--- src/rtl/core/dsm_ram.sv ---
// ----------------------------------------------------------------------------
// dsm_ram
// Generic single-port synchronous RAM with registered read data.
// ----------------------------------------------------------------------------
module dsm_ram #(
	parameter int WIDTH = 8,
	parameter int DEPTH = 256
) (
	input  logic                     clk,
	input  logic                     we,
	input  logic                     re,
	input  logic [$clog2(DEPTH)-1:0] addr,
	input  logic [WIDTH-1:0]         wdata,
	output logic [WIDTH-1:0]         rdata
);

	logic [WIDTH-1:0] mem [DEPTH];

	always_ff @(posedge clk) begin
		if (we) begin
			mem[addr] <= wdata;
		end
		if (re) begin
			rdata <= mem[addr];
		end
	end

endmodule

--- config.mk ---
export PLATFORM = sky130hd
export DESIGN_NAME = dsm_ram
export DESIGN_NICKNAME = d
export VERILOG_FILES = /design/src/rtl/core/dsm_ram.sv
export SDC_FILE = /design/constraint.sdc
export NUM_CORES = 2
export LEC_CHECK = 0
export BUFFER_PORTS_ARGS = -buffer_cell sky130_fd_sc_hd__buf_4
export CORE_MARGIN = 5
export CORE_UTILIZATION = 60
export CTS_BUF_LIST = sky130_fd_sc_hd__clkbuf_2 sky130_fd_sc_hd__clkbuf_4 sky130_fd_sc_hd__clkbuf_8
export CTS_CLUSTER_DIAMETER = 120
export DETAILED_ROUTE_END_ITERATION = 10
export PLACE_DENSITY = 0.75
export SYNTH_ARGS = -nofsm -noshare
export SYNTH_HDL_FRONTEND = slang
export SYNTH_SLANG_ARGS = --single-unit
--- constraint.sdc ---
create_clock -name clk -period 3.11 [get_ports clk]
set_input_delay 0.4665 -clock clk [delete_from_list [all_inputs] [get_ports clk]]
set_output_delay 0.4665 -clock clk [all_outputs]
set_load 0.05 [all_outputs]
==> flow_metrics.env <==
export IMPL_yosys_area_top_type="edfxtp_1"
export IMPL_crit_type="flip-flop to flip-flop"
export IMPL_max_cap_violations=0
export IMPL_die_w_um=371.9
export IMPL_r2r_end="rdata[6]$_DFFE_PP_"
export IMPL_rsz0062_at_grt="false"
export IMPL_ff2ff_setup_slack_ns=0.36
export IMPL_grt_pass1_vias=41141
export IMPL_fin_total_pwr_uw=55170
export IMPL_synthTopCellsByArea="edfxtp_1, mux4_2, a22oi_1"
export IMPL_viasPerCell=6.555
export IMPL_place_gp_congestion=0.8496
export IMPL_yosysWarnings=0
export IMPL_grt_overflow=0
export IMPL_cp_required_ns=3.84
export IMPL_clock_latency_ns=1.00
export IMPL_htreeDepth=5
export IMPL_cts_root_buf="clkbuf_8"
export IMPL_numCtsBuffers=329
export IMPL_synth_compound_area_share_pct=3.618
export IMPL_start_util_pct=60.53
export IMPL_cp_arrival_ns=3.47
export IMPL_final_nets=4219
export IMPL_drc=0
export IMPL_finalSetupViolCount=0
export IMPL_core_area_sq_um=129800
export IMPL_finalCritPeriodShare_pct=88.36
export IMPL_ios=27
export IMPL_yosysTopAreaCellShare_pct=78.58
export IMPL_dr_pass1_iters=6
export IMPL_cts_sinks=2056
export IMPL_synthMuxAreaShare_pct=14.68
export IMPL_p_per_area_nw_per_um2=607.7
export IMPL_syn_avg_cell_area_sq_um=22.15
export IMPL_final_common_cell="edfxtp_1"
export IMPL_synth_nets=3566
export IMPL_whs_path_depth=1
export IMPL_grt_start_max_net_pins=106
export IMPL_clk_pin_slew_ns=0.06
export IMPL_ir_drop_mv=0.5100
export IMPL_mostFrequentLayoutCells="edfxtp_1, mux4_2, buf_4"
export IMPL_port_buffers=26
export IMPL_syn_area_sq_um=78570
export IMPL_critPathLaunchType="flip-flop"
export IMPL_fillers=7593
export IMPL_dieArea_sq_um=138300
export IMPL_yosysSeqAreaShare_pct=78.58
export IMPL_hpwlAfterDp_um=116000
export IMPL_yosys_area_share_adder_pct=0
export IMPL_drtIter0Drc=5617
export IMPL_min_delay_path_class="primary input to flip-flop"
export IMPL_yosys_area_share_xor_xnor_pct=0
export IMPL_drv_slew=0
export IMPL_cts_path_max_buffers=4
export IMPL_yosysUniqueCellTypes=21
export IMPL_num_vias=40538
export IMPL_finalHoldViolCount=0
export IMPL_period_minus_slack_ns=2.748
export IMPL_gr_usage_all_layers_pct=27.72
export IMPL_r2r_start="mem[243][6]$_DFFE_PP_"
export IMPL_max_freq_mhz=363.9
export IMPL_antenna_found_initial=5
export IMPL_drive_gt1_share_pct=34.87
export IMPL_hold_start="wdata[7]"
export IMPL_synthSimpleGateAreaFrac_pct=1.731
export IMPL_fp_dieH_um=371.9
export IMPL_worst_setup_path_end_kind="flip-flop"
export IMPL_tns_ns=0
export IMPL_status="finished, final reports clean"
export IMPL_leakagePower_uw=0.02897
export IMPL_cts_tree="built"
export IMPL_crit_path_max_fanout=1
export IMPL_num_rows=132
export IMPL_drt_antenna_violating_nets=0
export IMPL_final_setup_skew_ns=0.05144
export IMPL_synth_cells=3547
export IMPL_whs_endpoint="mem[86][7]$_DFFE_PP_"
export IMPL_ys_ff_latch=2056
export IMPL_wl_um=187000
export IMPL_grt_pass1_wl_um=276100
export IMPL_post_cts_buffers=0
export IMPL_area_growth_pct=15.55
export IMPL_slew_headroom_pct=38.07
export IMPL_synth_top_family_by_area="multiplexers"
export IMPL_post_drt_wl_per_cell_um=30.24
export IMPL_worst_pin_slew_ns=0.9290
export IMPL_reg2reg_depth=6
## per-layer routing
layer  track usage [%]  vias to the layer above  wire length, um
met5                 0                        -               15
met4             9.182                        2             5836
met3             6.747                      370            21810
met2             42.56                     2692            90030
met1             40.25                    21030            69330
li1                  -                    16444                -
## logic make-up (layout without fill, tap and decap cells)
logic type	count (synthesis)	in the layout
other	0	5
AOI/OAI and AO/OA	416	416
and+or+nand+nor	330	330
buffers and inverters	233	1123
DFF	2056	2056
muxes	512	512
## worst max-delay path, stage by stage (launching register included)
cell      delay [ns]
edfxtp_1        0.38
mux4_2          0.50
a22oi_1         0.34
a21oi_1         0.22
o41ai_1         0.71
buf_4           0.26
nand4_1         0.09
## cells in the mapped netlist
cell type and instances:
a21oi_1 128, a22oi_1 256, and2_1 3, buf_1 19
buf_2 36, buf_4 16, buf_6 16, clkbuf_1 145
edfxtp_1 2056, inv_1 1, mux4_2 512, nand2_1 28
nand2b_1 6, nand3_1 13, nand4_1 8, nor2_1 232
nor2b_1 7, nor3_1 30, o41ai_1 32, or2_2 2
or3_1 1
## stage by stage
stage	std cells	area, sq um	hold WS (ns)	setup WS [ns]	util [%]
floorplan	3547	78570	0.5654	0.4248	-
global placement	5608	84630	0.8245	-0.4991	65.20
detailed placement	5608	84630	0.8287	-0.5283	65.20
CTS	6179	90770	0.01941	0.1910	69.92
global route	6180	90780	0.06626	0.2656	69.93
finish	6184	90790	0.08849	0.3619	69.94
## how the worst max path moves through the flow
stage	from	end	slack, ns	cells past startpoint
after floorplan	addr[1]	mem[111][0]$_DFFE_PP_	0.42	9
after detailed placement	addr[0]	rdata[0]$_DFFE_PP_	-0.53	9
after CTS	mem[251][0]$_DFFE_PP_	rdata[0]$_DFFE_PP_	0.19	7
after global placement	addr[0]	rdata[0]$_DFFE_PP_	-0.50	9
final	mem[243][6]$_DFFE_PP_	rdata[6]$_DFFE_PP_	0.36	6
after global routing	mem[243][6]$_DFFE_PP_	rdata[6]$_DFFE_PP_	0.27	6
## sequential cells by signal, summed over array words and instances, names as in the netlist
register	flops
mem	2048
rdata	8
## power by group
part / internal (uW) / total (uW) / switching, uW
registers: 30600 / 30600 / 35.0
clock network: 11700 / 21800 / 10100
logic: 1060 / 2770 / 1710
## what timing repair did
| action | 4_1_cts | 5_1_grt |
|---|---|---|
| hold buffers | 3 | 0 |
| setup endpoints to repair | 0 | 1 |
| resized for setup | 0 | 1 |
| hold endpoints to repair | 64 | 0 |
## area by class of cell
| class | count | area [sq um] | share of cell area, % |
|---|---|---|---|
| Inverter | 1 | 3.754 | 0.004135 |
| Clock buffer | 426 | 5288 | 5.824 |
| Clock inverter | 142 | 814.5 | 0.8972 |
| Timing Repair Buffer | 554 | 4971 | 5.475 |
| Antenna cell | 5 | 12.51 | 0.01378 |
| Tap cell | 1742 | 2180 | 2.401 |
| Multi-Input combinational cell | 1258 | 15780 | 17.38 |
| Sequential cell | 2056 | 61740 | 68.00 |
Note: power is estimated with default switching activity, not from simulation.
